$ cat src/design/ltsg_pkg.sv
// Shared types, constants and helper functions for the logic trace segment generator.
// Used by the front, queue, back and top-level modules; depends on nothing else.
`timescale 1ns / 1ps
`default_nettype none

package ltsg_pkg;

  localparam int unsigned NUM_CH     = 8;   // channel state slots
  localparam int unsigned CHANNELS   = 8;   // channels that may be drawn
  localparam int unsigned DECIMATION = 10;

  localparam int unsigned X_W     = 11;
  localparam int unsigned Y_W     = 10;
  localparam int unsigned CH_W    = 3;
  localparam int unsigned CNT_W   = 16;
  localparam int unsigned PHASE_W = 4;
  localparam int unsigned MASK_W  = 2 * NUM_CH;
  localparam int unsigned IDX_W   = $clog2(MASK_W);

  localparam logic [X_W-1:0] LEFT_EDGE  = X_W'(155);
  localparam logic [X_W-1:0] RIGHT_EDGE = X_W'(1599);
  localparam logic [X_W-1:0] X_MAX      = {X_W{1'b1}};

  localparam int unsigned STEP_ROWS = 77;
  localparam int unsigned CH_PITCH  = 90;
  localparam int unsigned ROW_BASE  = 258;
  localparam int unsigned ERASE_TOP = 181;
  localparam int unsigned ERASE_BOT = 259;
  localparam int unsigned GAP_W     = 20;
  localparam int unsigned GAP_H     = 78;

  // Division of the sample count by the decimation factor: multiply by a rounded-up
  // reciprocal, exact for every 16-bit count and factors up to 15.
  localparam int unsigned DIV_SHIFT = 20;
  localparam int unsigned DIV_M_W   = DIV_SHIFT + 1;
  localparam int unsigned PROD_W    = CNT_W + DIV_M_W;
  localparam logic [DIV_M_W-1:0] DIV_MULT =
    DIV_M_W'((64'd1 << DIV_SHIFT) / DECIMATION + 1);

  localparam int unsigned QUEUE_DEPTH = 2;
  localparam int unsigned QPTR_W      = (QUEUE_DEPTH > 1) ? $clog2(QUEUE_DEPTH) : 1;
  localparam int unsigned QCNT_W      = $clog2(QUEUE_DEPTH + 1);

  typedef enum logic [1:0] {
    OP_SAMPLE = 2'd0,
    OP_FSTART = 2'd1,
    OP_FEND   = 2'd2
  } op_t;

  // One accepted item that draws something: channel state before the update,
  // and one bit per rectangle (two per channel) that the item causes.
  typedef struct packed {
    op_t                          op;
    logic [CNT_W-1:0]             dq;
    logic [NUM_CH-1:0]            bits;
    logic [MASK_W-1:0]            rect_mask;
    logic [NUM_CH-1:0][X_W-1:0]   start_x;
    logic [NUM_CH-1:0][X_W-1:0]   run_len;
    logic [NUM_CH-1:0][Y_W-1:0]   row;
    logic [NUM_CH-1:0]            level;
  } job_t;

  function automatic logic [Y_W-1:0] trace_row_reset(input logic [CH_W-1:0] k);
    trace_row_reset = Y_W'(ROW_BASE + CH_PITCH * int'(k));
  endfunction

  function automatic logic [Y_W-1:0] erase_top_row(input logic [CH_W-1:0] k);
    erase_top_row = Y_W'(ERASE_TOP + CH_PITCH * int'(k));
  endfunction

  function automatic logic [Y_W-1:0] erase_bot_row(input logic [CH_W-1:0] k);
    erase_bot_row = Y_W'(ERASE_BOT + CH_PITCH * int'(k));
  endfunction

endpackage

`default_nettype wire

$ cat src/design/logic_trace_segment_generator_unit.sv
// Top level of the logic trace segment generator: front end, job queue and back end.
// Depends on ltsg_pkg, ltsg_front, ltsg_queue and ltsg_back.
`timescale 1ns / 1ps
`default_nettype none

// The block takes one input item per clock cycle while its job queue has room. An
// item that draws nothing (most samples, since only every tenth is used) places no
// job in the queue. An item that draws rectangles places one job in a two-entry
// queue, and the back end issues its rectangles at one per cycle while the output
// is not stalled, one rectangle per output transfer (at most sixteen per item); the
// input stalls only when the queue is full. Results come out of a register, so the
// input side keeps taking items while a finished rectangle waits for its transfer.
module logic_trace_segment_generator_unit (
  input  wire logic                        clk,
  input  wire logic                        rst_n,
  input  wire logic                        in_valid,
  output logic                             in_stall,
  input  wire logic [1:0]                  in_opcode,
  input  wire logic [7:0]                  in_sample_bits,
  input  wire logic [ltsg_pkg::CNT_W-1:0]  in_sample_count,
  input  wire logic                        cfg_wr_en,
  input  wire logic [7:0]                  cfg_wr_data,
  output logic                             out_valid,
  input  wire logic                        out_stall,
  output logic [ltsg_pkg::X_W-1:0]         out_x_left,
  output logic [ltsg_pkg::Y_W-1:0]         out_y_top,
  output logic [ltsg_pkg::X_W-1:0]         out_x_right,
  output logic [ltsg_pkg::Y_W-1:0]         out_y_bottom,
  output logic                             out_white_fill,
  output logic [ltsg_pkg::CH_W-1:0]        out_channel_index,
  output logic                             out_last_of_run
);
  import ltsg_pkg::*;

  logic in_accept;
  logic push_valid;
  job_t push_job;
  job_t head_job;
  logic head_valid;
  logic q_full;
  logic pop;

  assign in_stall  = q_full;
  assign in_accept = in_valid && !q_full;

  ltsg_front u_front (
    .clk             (clk),
    .rst_n           (rst_n),
    .in_accept       (in_accept),
    .in_opcode       (in_opcode),
    .in_sample_bits  (in_sample_bits),
    .in_sample_count (in_sample_count),
    .cfg_wr_en       (cfg_wr_en),
    .cfg_wr_data     (cfg_wr_data),
    .push_valid      (push_valid),
    .push_job        (push_job)
  );

  ltsg_queue u_queue (
    .clk        (clk),
    .rst_n      (rst_n),
    .push_valid (push_valid),
    .push_job   (push_job),
    .pop        (pop),
    .head_job   (head_job),
    .head_valid (head_valid),
    .full       (q_full)
  );

  ltsg_back u_back (
    .clk               (clk),
    .rst_n             (rst_n),
    .head_job          (head_job),
    .head_valid        (head_valid),
    .pop               (pop),
    .out_valid         (out_valid),
    .out_stall         (out_stall),
    .out_x_left        (out_x_left),
    .out_y_top         (out_y_top),
    .out_x_right       (out_x_right),
    .out_y_bottom      (out_y_bottom),
    .out_white_fill    (out_white_fill),
    .out_channel_index (out_channel_index),
    .out_last_of_run   (out_last_of_run)
  );

endmodule

`default_nettype wire

$ cat src/design/ltsg_front.sv
// Front end: accepts items, holds the per-channel trace state and decides which
// rectangles each item causes. Depends on ltsg_pkg.
`timescale 1ns / 1ps
`default_nettype none

module ltsg_front (
  input  wire logic                      clk,
  input  wire logic                      rst_n,
  input  wire logic                      in_accept,
  input  wire logic [1:0]                in_opcode,
  input  wire logic [7:0]                in_sample_bits,
  input  wire logic [ltsg_pkg::CNT_W-1:0] in_sample_count,
  input  wire logic                      cfg_wr_en,
  input  wire logic [7:0]                cfg_wr_data,
  output logic                           push_valid,
  output ltsg_pkg::job_t                 push_job
);
  import ltsg_pkg::*;

  logic [NUM_CH-1:0]          en_mask_r;
  logic [NUM_CH-1:0][X_W-1:0] start_x_r, start_x_nxt;
  logic [NUM_CH-1:0][X_W-1:0] run_len_r, run_len_nxt;
  logic [NUM_CH-1:0][Y_W-1:0] row_r, row_nxt;
  logic [NUM_CH-1:0]          level_r, level_nxt;
  logic [PHASE_W-1:0]         phase_r, phase_nxt;

  op_t                        op;
  logic [PROD_W-1:0]          prod;
  logic [CNT_W-1:0]           dq;
  logic                       use_sample;
  logic [NUM_CH-1:0]          en;
  logic [NUM_CH-1:0][X_W:0]   end_w;
  logic [NUM_CH-1:0][X_W-1:0] end_sat;
  logic [NUM_CH-1:0][X_W-1:0] room;
  logic [MASK_W-1:0]          rect_mask;

  assign op   = op_t'(in_opcode);
  assign prod = PROD_W'(in_sample_count) * PROD_W'(DIV_MULT);
  assign dq   = prod[DIV_SHIFT +: CNT_W];
  assign use_sample = (phase_r == '0);

  always_comb begin
    start_x_nxt = start_x_r;
    run_len_nxt = run_len_r;
    row_nxt     = row_r;
    level_nxt   = level_r;
    rect_mask   = '0;
    phase_nxt   = phase_r;
    for (int k = 0; k < NUM_CH; k++) begin
      en[k]      = en_mask_r[k] && (k < CHANNELS);
      end_w[k]   = {1'b0, start_x_r[k]} + {1'b0, run_len_r[k]};
      end_sat[k] = end_w[k][X_W] ? X_MAX : end_w[k][X_W-1:0];
      room[k]    = (start_x_r[k] < RIGHT_EDGE) ? (RIGHT_EDGE - start_x_r[k]) : '0;
    end
    unique case (op)
      OP_FSTART: begin
        phase_nxt = '0;
        for (int k = 0; k < NUM_CH; k++) begin
          if (en[k] && (CNT_W'(room[k]) <= dq)) begin
            rect_mask[2*k]   = 1'b1;
            rect_mask[2*k+1] = 1'b1;
          end
        end
      end
      OP_SAMPLE: begin
        phase_nxt = (phase_r == PHASE_W'(DECIMATION - 1)) ? '0 : phase_r + 1'b1;
        for (int k = 0; k < NUM_CH; k++) begin
          if (en[k] && use_sample) begin
            if (end_w[k] >= {1'b0, RIGHT_EDGE}) begin
              // The run has reached the right edge: flush it and wrap.
              rect_mask[2*k] = 1'b1;
              start_x_nxt[k] = LEFT_EDGE;
              run_len_nxt[k] = '0;
            end else if (level_r[k] != in_sample_bits[k]) begin
              rect_mask[2*k]   = 1'b1;
              rect_mask[2*k+1] = 1'b1;
              row_nxt[k]       = level_r[k] ? row_r[k] + Y_W'(STEP_ROWS)
                                            : row_r[k] - Y_W'(STEP_ROWS);
              start_x_nxt[k]   = end_w[k][X_W-1:0] + 1'b1;
              level_nxt[k]     = ~level_r[k];
              run_len_nxt[k]   = '0;
            end else begin
              run_len_nxt[k] = run_len_r[k] + 1'b1;
            end
          end
        end
      end
      OP_FEND: begin
        phase_nxt = '0;
        for (int k = 0; k < NUM_CH; k++) begin
          if (en[k]) begin
            rect_mask[2*k]   = 1'b1;
            rect_mask[2*k+1] = ({1'b0, end_sat[k]} + (X_W+1)'(GAP_W)) < {1'b0, RIGHT_EDGE};
            start_x_nxt[k]   = end_sat[k];
            run_len_nxt[k]   = '0;
          end
        end
      end
      default: begin
      end
    endcase
  end

  always_ff @(posedge clk) begin
    if (!rst_n) begin
      en_mask_r <= '1;
      phase_r   <= '0;
      for (int k = 0; k < NUM_CH; k++) begin
        start_x_r[k] <= LEFT_EDGE;
        run_len_r[k] <= '0;
        row_r[k]     <= trace_row_reset(CH_W'(k));
        level_r[k]   <= 1'b0;
      end
    end else begin
      if (cfg_wr_en) begin
        en_mask_r <= cfg_wr_data[NUM_CH-1:0];
      end
      if (in_accept) begin
        start_x_r <= start_x_nxt;
        run_len_r <= run_len_nxt;
        row_r     <= row_nxt;
        level_r   <= level_nxt;
        phase_r   <= phase_nxt;
      end
    end
  end

  assign push_valid         = in_accept && (rect_mask != '0);
  assign push_job.op        = op;
  assign push_job.dq        = dq;
  assign push_job.bits      = in_sample_bits[NUM_CH-1:0];
  assign push_job.rect_mask = rect_mask;
  assign push_job.start_x   = start_x_r;
  assign push_job.run_len   = run_len_r;
  assign push_job.row       = row_r;
  assign push_job.level     = level_r;

endmodule

`default_nettype wire

$ cat src/design/ltsg_queue.sv
// Short job queue between the front and back ends.
// Depends on ltsg_pkg for the job type and depth.
`timescale 1ns / 1ps
`default_nettype none

module ltsg_queue (
  input  wire logic           clk,
  input  wire logic           rst_n,
  input  wire logic           push_valid,
  input  wire ltsg_pkg::job_t push_job,
  input  wire logic           pop,
  output ltsg_pkg::job_t      head_job,
  output logic                head_valid,
  output logic                full
);
  import ltsg_pkg::*;

  job_t               mem_r [QUEUE_DEPTH];
  logic [QPTR_W-1:0]  wr_ptr_r, wr_ptr_nxt;
  logic [QPTR_W-1:0]  rd_ptr_r, rd_ptr_nxt;
  logic [QCNT_W-1:0]  count_r, count_nxt;

  assign head_job   = mem_r[rd_ptr_r];
  assign head_valid = (count_r != '0);
  assign full       = (count_r == QCNT_W'(QUEUE_DEPTH));

  always_comb begin
    wr_ptr_nxt = wr_ptr_r;
    rd_ptr_nxt = rd_ptr_r;
    count_nxt  = count_r;
    if (push_valid) begin
      wr_ptr_nxt = (wr_ptr_r == QPTR_W'(QUEUE_DEPTH - 1)) ? '0 : wr_ptr_r + 1'b1;
    end
    if (pop) begin
      rd_ptr_nxt = (rd_ptr_r == QPTR_W'(QUEUE_DEPTH - 1)) ? '0 : rd_ptr_r + 1'b1;
    end
    case ({push_valid, pop})
      2'b10:   count_nxt = count_r + 1'b1;
      2'b01:   count_nxt = count_r - 1'b1;
      default: count_nxt = count_r;
    endcase
  end

  always_ff @(posedge clk) begin
    if (!rst_n) begin
      wr_ptr_r <= '0;
      rd_ptr_r <= '0;
      count_r  <= '0;
    end else begin
      wr_ptr_r <= wr_ptr_nxt;
      rd_ptr_r <= rd_ptr_nxt;
      count_r  <= count_nxt;
    end
  end

  always_ff @(posedge clk) begin
    if (push_valid) begin
      mem_r[wr_ptr_r] <= push_job;
    end
  end

endmodule

`default_nettype wire

$ cat src/design/ltsg_back.sv
// Back end: walks the rectangles of one job, one per cycle while the output is not stalled, into the output register.
// Depends on ltsg_pkg.
`timescale 1ns / 1ps
`default_nettype none

module ltsg_back (
  input  wire logic                        clk,
  input  wire logic                        rst_n,
  input  wire ltsg_pkg::job_t              head_job,
  input  wire logic                        head_valid,
  output logic                             pop,
  output logic                             out_valid,
  input  wire logic                        out_stall,
  output logic [ltsg_pkg::X_W-1:0]         out_x_left,
  output logic [ltsg_pkg::Y_W-1:0]         out_y_top,
  output logic [ltsg_pkg::X_W-1:0]         out_x_right,
  output logic [ltsg_pkg::Y_W-1:0]         out_y_bottom,
  output logic                             out_white_fill,
  output logic [ltsg_pkg::CH_W-1:0]        out_channel_index,
  output logic                             out_last_of_run
);
  import ltsg_pkg::*;

  job_t              cur_r, cur_nxt;
  logic [MASK_W-1:0] rem_r, rem_nxt;
  logic              out_valid_r, out_valid_nxt;
  logic [X_W-1:0]    x_left_r, x_right_r;
  logic [Y_W-1:0]    y_top_r, y_bottom_r;
  logic              white_r, last_r;
  logic [CH_W-1:0]   ch_r;

  logic [IDX_W-1:0]  idx;
  logic [CH_W-1:0]   ch;
  logic              sub;
  logic [MASK_W-1:0] rem_after;
  logic              advance;

  logic [X_W-1:0]    s, l, room, end_sat, xl, xr;
  logic [Y_W-1:0]    r, yt, yb, y_low;
  logic              lv;
  logic [X_W:0]      end_w;
  logic [CNT_W:0]    erase_right;

  // Lowest pending rectangle goes first: channel order, run before edge.
  always_comb begin
    idx = '0;
    for (int i = MASK_W - 1; i >= 0; i--) begin
      if (rem_r[i]) begin
        idx = IDX_W'(i);
      end
    end
  end

  assign ch        = idx[IDX_W-1:1];
  assign sub       = idx[0];
  assign rem_after = rem_r & ~(MASK_W'(1) << idx);
  assign advance   = (rem_r != '0) && (!out_valid_r || !out_stall);
  assign pop       = head_valid && ((rem_r == '0) || (advance && (rem_after == '0)));

  always_comb begin
    s       = cur_r.start_x[ch];
    l       = cur_r.run_len[ch];
    r       = cur_r.row[ch];
    lv      = cur_r.level[ch];
    end_w   = {1'b0, s} + {1'b0, l};
    end_sat = end_w[X_W] ? X_MAX : end_w[X_W-1:0];
    room    = (s < RIGHT_EDGE) ? (RIGHT_EDGE - s) : '0;
    y_low   = lv ? r : r - Y_W'(STEP_ROWS);
    erase_right = (CNT_W+1)'(LEFT_EDGE) + (CNT_W+1)'(cur_r.dq) - (CNT_W+1)'(room);
    xl = s;
    xr = end_w[X_W-1:0];
    yt = r;
    yb = r + 1'b1;
    unique case (cur_r.op)
      OP_FSTART: begin
        yt = erase_top_row(ch);
        yb = erase_bot_row(ch);
        if (!sub) begin
          xr = s + room;
        end else begin
          xl = LEFT_EDGE;
          xr = (erase_right > (CNT_W+1)'(RIGHT_EDGE)) ? RIGHT_EDGE
                                                      : erase_right[X_W-1:0];
        end
      end
      OP_SAMPLE: begin
        if (end_w >= {1'b0, RIGHT_EDGE}) begin
          xr = RIGHT_EDGE;
        end else if (sub) begin
          // Vertical edge at the end column.
          xl = end_w[X_W-1:0];
          yt = y_low;
          yb = y_low + Y_W'(STEP_ROWS);
        end
      end
      OP_FEND: begin
        if (sub) begin
          // White cursor gap after the flushed run.
          xl = end_sat;
          xr = end_sat + X_W'(GAP_W);
          yt = y_low;
          yb = y_low + Y_W'(GAP_H);
        end
      end
      default: begin
      end
    endcase
  end

  always_comb begin
    cur_nxt = pop ? head_job : cur_r;
    if (pop) begin
      rem_nxt = head_job.rect_mask;
    end else if (advance) begin
      rem_nxt = rem_after;
    end else begin
      rem_nxt = rem_r;
    end
    if (advance) begin
      out_valid_nxt = 1'b1;
    end else if (!out_stall) begin
      out_valid_nxt = 1'b0;
    end else begin
      out_valid_nxt = out_valid_r;
    end
  end

  always_ff @(posedge clk) begin
    if (!rst_n) begin
      rem_r       <= '0;
      out_valid_r <= 1'b0;
    end else begin
      rem_r       <= rem_nxt;
      out_valid_r <= out_valid_nxt;
    end
  end

  always_ff @(posedge clk) begin
    cur_r <= cur_nxt;
    if (advance) begin
      x_left_r   <= xl;
      y_top_r    <= yt;
      x_right_r  <= xr;
      y_bottom_r <= yb;
      white_r    <= (cur_r.op == OP_FSTART) || ((cur_r.op == OP_FEND) && sub);
      ch_r       <= ch;
      last_r     <= (rem_after == '0);
    end
  end

  assign out_valid         = out_valid_r;
  assign out_x_left        = x_left_r;
  assign out_y_top         = y_top_r;
  assign out_x_right       = x_right_r;
  assign out_y_bottom      = y_bottom_r;
  assign out_white_fill    = white_r;
  assign out_channel_index = ch_r;
  assign out_last_of_run   = last_r;

endmodule

`default_nettype wire

$ cat config.mk
export PLATFORM = sky130hd
export DESIGN_NAME = logic_trace_segment_generator_unit
export DESIGN_NICKNAME = d
export VERILOG_FILES = /design/src/design/ltsg_pkg.sv /design/src/design/logic_trace_segment_generator_unit.sv /design/src/design/ltsg_front.sv /design/src/design/ltsg_queue.sv /design/src/design/ltsg_back.sv
export SDC_FILE = /design/constraint.sdc
export NUM_CORES = 2
export LEC_CHECK = 0
export ABC_AREA = 1
export ABC_CLOCK_PERIOD_IN_PS = 26100
export BUFFER_PORTS_ARGS = -buffer_cell sky130_fd_sc_hd__buf_2
export CAP_MARGIN = 20
export CORE_MARGIN = 3
export CORE_UTILIZATION = 25
export CTS_BUF_LIST = sky130_fd_sc_hd__clkbuf_8
export DETAILED_ROUTE_END_ITERATION = 7
export HOLD_SLACK_MARGIN = 0.15
export SYNTH_ARGS = -nofsm -noshare
export SYNTH_HDL_FRONTEND = slang
export SYNTH_SLANG_ARGS = --single-unit
$ cat constraint.sdc
create_clock -name clk -period 26.1 [get_ports clk]
set_input_delay 1.305 -clock clk [delete_from_list [all_inputs] [get_ports clk]]
set_output_delay 1.305 -clock clk [all_outputs]
set_load 0.01 [all_outputs]
==> impl_metrics.toml <==
[run_status]
run_status = "finished clean"

[clock_network]
post-cts-setup-buffer-count = 0
cts.hold.buffers_added = 0
cts_tree = "yes"
clock_sinks = 1214
root_buffer = "sky130_fd_sc_hd__clkbuf_8"
post_cts_resize_count = 0
worstSkewPairLatency_ns = 0.93
cts_inserted_buffers = 203
max-clock-path-buffers = 3
cts.htree.levels = 4
worst_setup_hold_path_clk_slew_ns = 0.07

[timing]
timing.hold.ws_ns = 0.4712
slew_viol_final = 0
period_minus_slack_ns = 11.29
worst_slew_pin_tran_ns = 1.220
final_min_period_over_clock_period_pct = 43.24
relSlewSlack_pct = 18.62
setup_viol = 0
final-hold-violation-count = 0
grt_setup_unrepaired = "false"
achievable-frequency_mhz = 88.61
fin_tns_setup_ns = 0
final_worst_clock_skew_ns = 0.05116

[layout]
most_common_library_cell_in_the_layout_ignoring_fill_and_taps = "sky130_fd_sc_hd__nand2_1"
layout.cells.most_common_list = "sky130_fd_sc_hd__nand2_1 (1004), sky130_fd_sc_hd__edfxtp_1 (916), sky130_fd_sc_hd__inv_1 (872)"
final_layout_size_suffix_gt1_share_pct = 11.80
finalNetCount = 7588
syn2layout_area_growth_pct = 12.81
fillerInstances = 27990
utilization_after_layout_pct = 28.41

[synth]
netlist_area_sq_um = 67660
synth_ff_type = "sky130_fd_sc_hd__edfxtp_1"
post_synth_num_cell_types = 75
synth-edff-count = 916
synthesis.nets = 7435
synth_seq_area_share_pct = 49.47
async_reset_ff_share_pct = 0
synth-seq-cells = 1214
post-synth-top-area-cell = "sky130_fd_sc_hd__edfxtp_1"
dominant_cells_by_area_after_synthesis = "sky130_fd_sc_hd__edfxtp_1 (41%), sky130_fd_sc_hd__dfxtp_1 (8.8%), sky130_fd_sc_hd__ha_1 (8.5%), sky130_fd_sc_hd__nand2_1 (5.6%), sky130_fd_sc_hd__mux2_2 (4.7%)"
yosys_warnings = 0
netlist_instances = 6837
mean_post_synth_cell_area_sq_um = 9.897
yosysTopAreaCellShare_pct = 40.65

[place]
place.detailed.hpwl_um = 141000
globalplace.congestion = 0.9032
io_buffer_count = 87

[setup_path]
worstPathArrival_ns = 11.83
cp.buffers_inverters = 10
crit_path_start_kind = "input port"
path_max_fanout = 99
crit_path_top_delay_cell = "sky130_fd_sc_hd__buf_4"
worst_setup_path_category = "input port to flip-flop"
worst-endpoint-required_ns = 26.64
crit_path_leading_delay_family = "adder cells"
critPathMostFrequentCell = "sky130_fd_sc_hd__nand2_1"
critPathMaxStageDelay_ns = 0.92
worst_setup_path_end_kind = "flip-flop"

[route]
route.vias.total = 51050
ant_nets = 0
route.detailed.drc = 0
post_drt_wl_per_cell_um = 18.48
firstDrtPassIters = 6
routed_wirelength_um = 198300
drt_iter0_markers = 4647
vias_per_cell = 4.758

[floorplan]
io_pins = 88
floorplan.rows = 190
die_width_um = 526.2
design.die.area_sq_um = 276900
core-area_sq_um = 268600
initial_core_util_pct = 25.19
dieHeight_um = 526.2

[global_route]
grt_max_degree = 170
overflow = 0
groute.usage.overall_pct = 13.86
antenna_found_initial = 23
first_global_vias = 49990
grt_pass1_wl_um = 300100

[run]
cap_viol_max_count = 0

[min_path]
hold_path_class = "flip-flop to flip-flop"
[through the flow]
stage                     worst slack (ns)  instances  area [sq um]
after floorplan                      5.308       6837         67660
after global placement               13.90      10330         72150
after detailed placement             13.88      10330         72160
after CTS                            14.89      10720         76260
after global routing                 14.12      10720         76310
final                                14.81      10730         76330
[cell usage after synthesis (all sizes together), types with 26 or more instances]
cell type / n
edfxtp: 916
or2: 36
a21oi: 499
nand2: 1032
xor2: 161
o22ai: 48
xnor2: 86
nor2: 594
nand3b: 55
o21ai: 408
a211oi: 26
nand3: 388
a31oi: 60
inv: 814
buf: 63
o211ai: 34
nor3: 74
nand4: 65
clkbuf: 126
dfxtp: 298
mux2: 280
fa: 102
ha: 457
[per-layer routing]
layer	share of wire (%)	GRT usage [%]
met1	44	18.60
met2	45	22.34
met3	6.8	2.454
met4	3.4	4.890
met5	0.060	0.2424
[registers in the layout (all words and copies together) (netlist names), named ones only]
register	count
u_back.cur_r	279
u_back.out_channel_index	3
u_back.out_last_of_run	1
u_back.out_valid	1
u_back.out_white_fill	1
u_back.out_x_left	11
u_back.out_x_right	11
u_back.out_y_bottom	10
u_back.out_y_top	10
u_back.rem_r	16
u_front.en	8
u_front.level_r	8
u_front.phase_r	4
u_front.push_job	256
u_queue.count_r	2
u_queue.mem_r	590
u_queue.rd_ptr_r	1
u_queue.wr_ptr_r	1
[final timing paths]
kind	from	endpoint	slack, ns	depth (start not counted)
worst min-delay path	u_front.push_job[77]	u_queue.mem_r[0][77]	0.47	0
worst max register to register	u_back.rem_r[12]	u_back.out_x_right[0]	17.18	40
worst max-delay path	in_sample_count[6]	u_queue.mem_r[1][164]	14.81	42
worst min register to register	u_front.push_job[77]	u_queue.mem_r[0][77]	0.47	0
[cells by family after synthesis]
logic type	Yosys count	share of synthesized area, %
compound gates	1240	10.45
fa+ha+maj	559	11.47
simple gates	2268	14.62
xor+xnor	247	3.219
flops	1214	49.47
mux	295	4.882
other cells	1	0.005542
buf+inv	1013	5.886
[final cells by class]
| cell class | instances | area [sq um] | area share [%] |
|---|---|---|---|
| antenna | 7 | 17.52 | 0.02295 |
| sequential | 1214 | 33480 | 43.86 |
| timing repair buffer | 137 | 840.8 | 1.102 |
| tap | 3552 | 4444 | 5.822 |
| multi-input combinational | 4610 | 30320 | 39.73 |
| clock buffer | 226 | 3110 | 4.075 |
| inverter | 824 | 3126 | 4.095 |
| clock inverter | 159 | 992.2 | 1.300 |
Power is left out: the tool's default activity adds up to more than one toggle a clock period on the data nets, which glitch-free logic cannot reach.
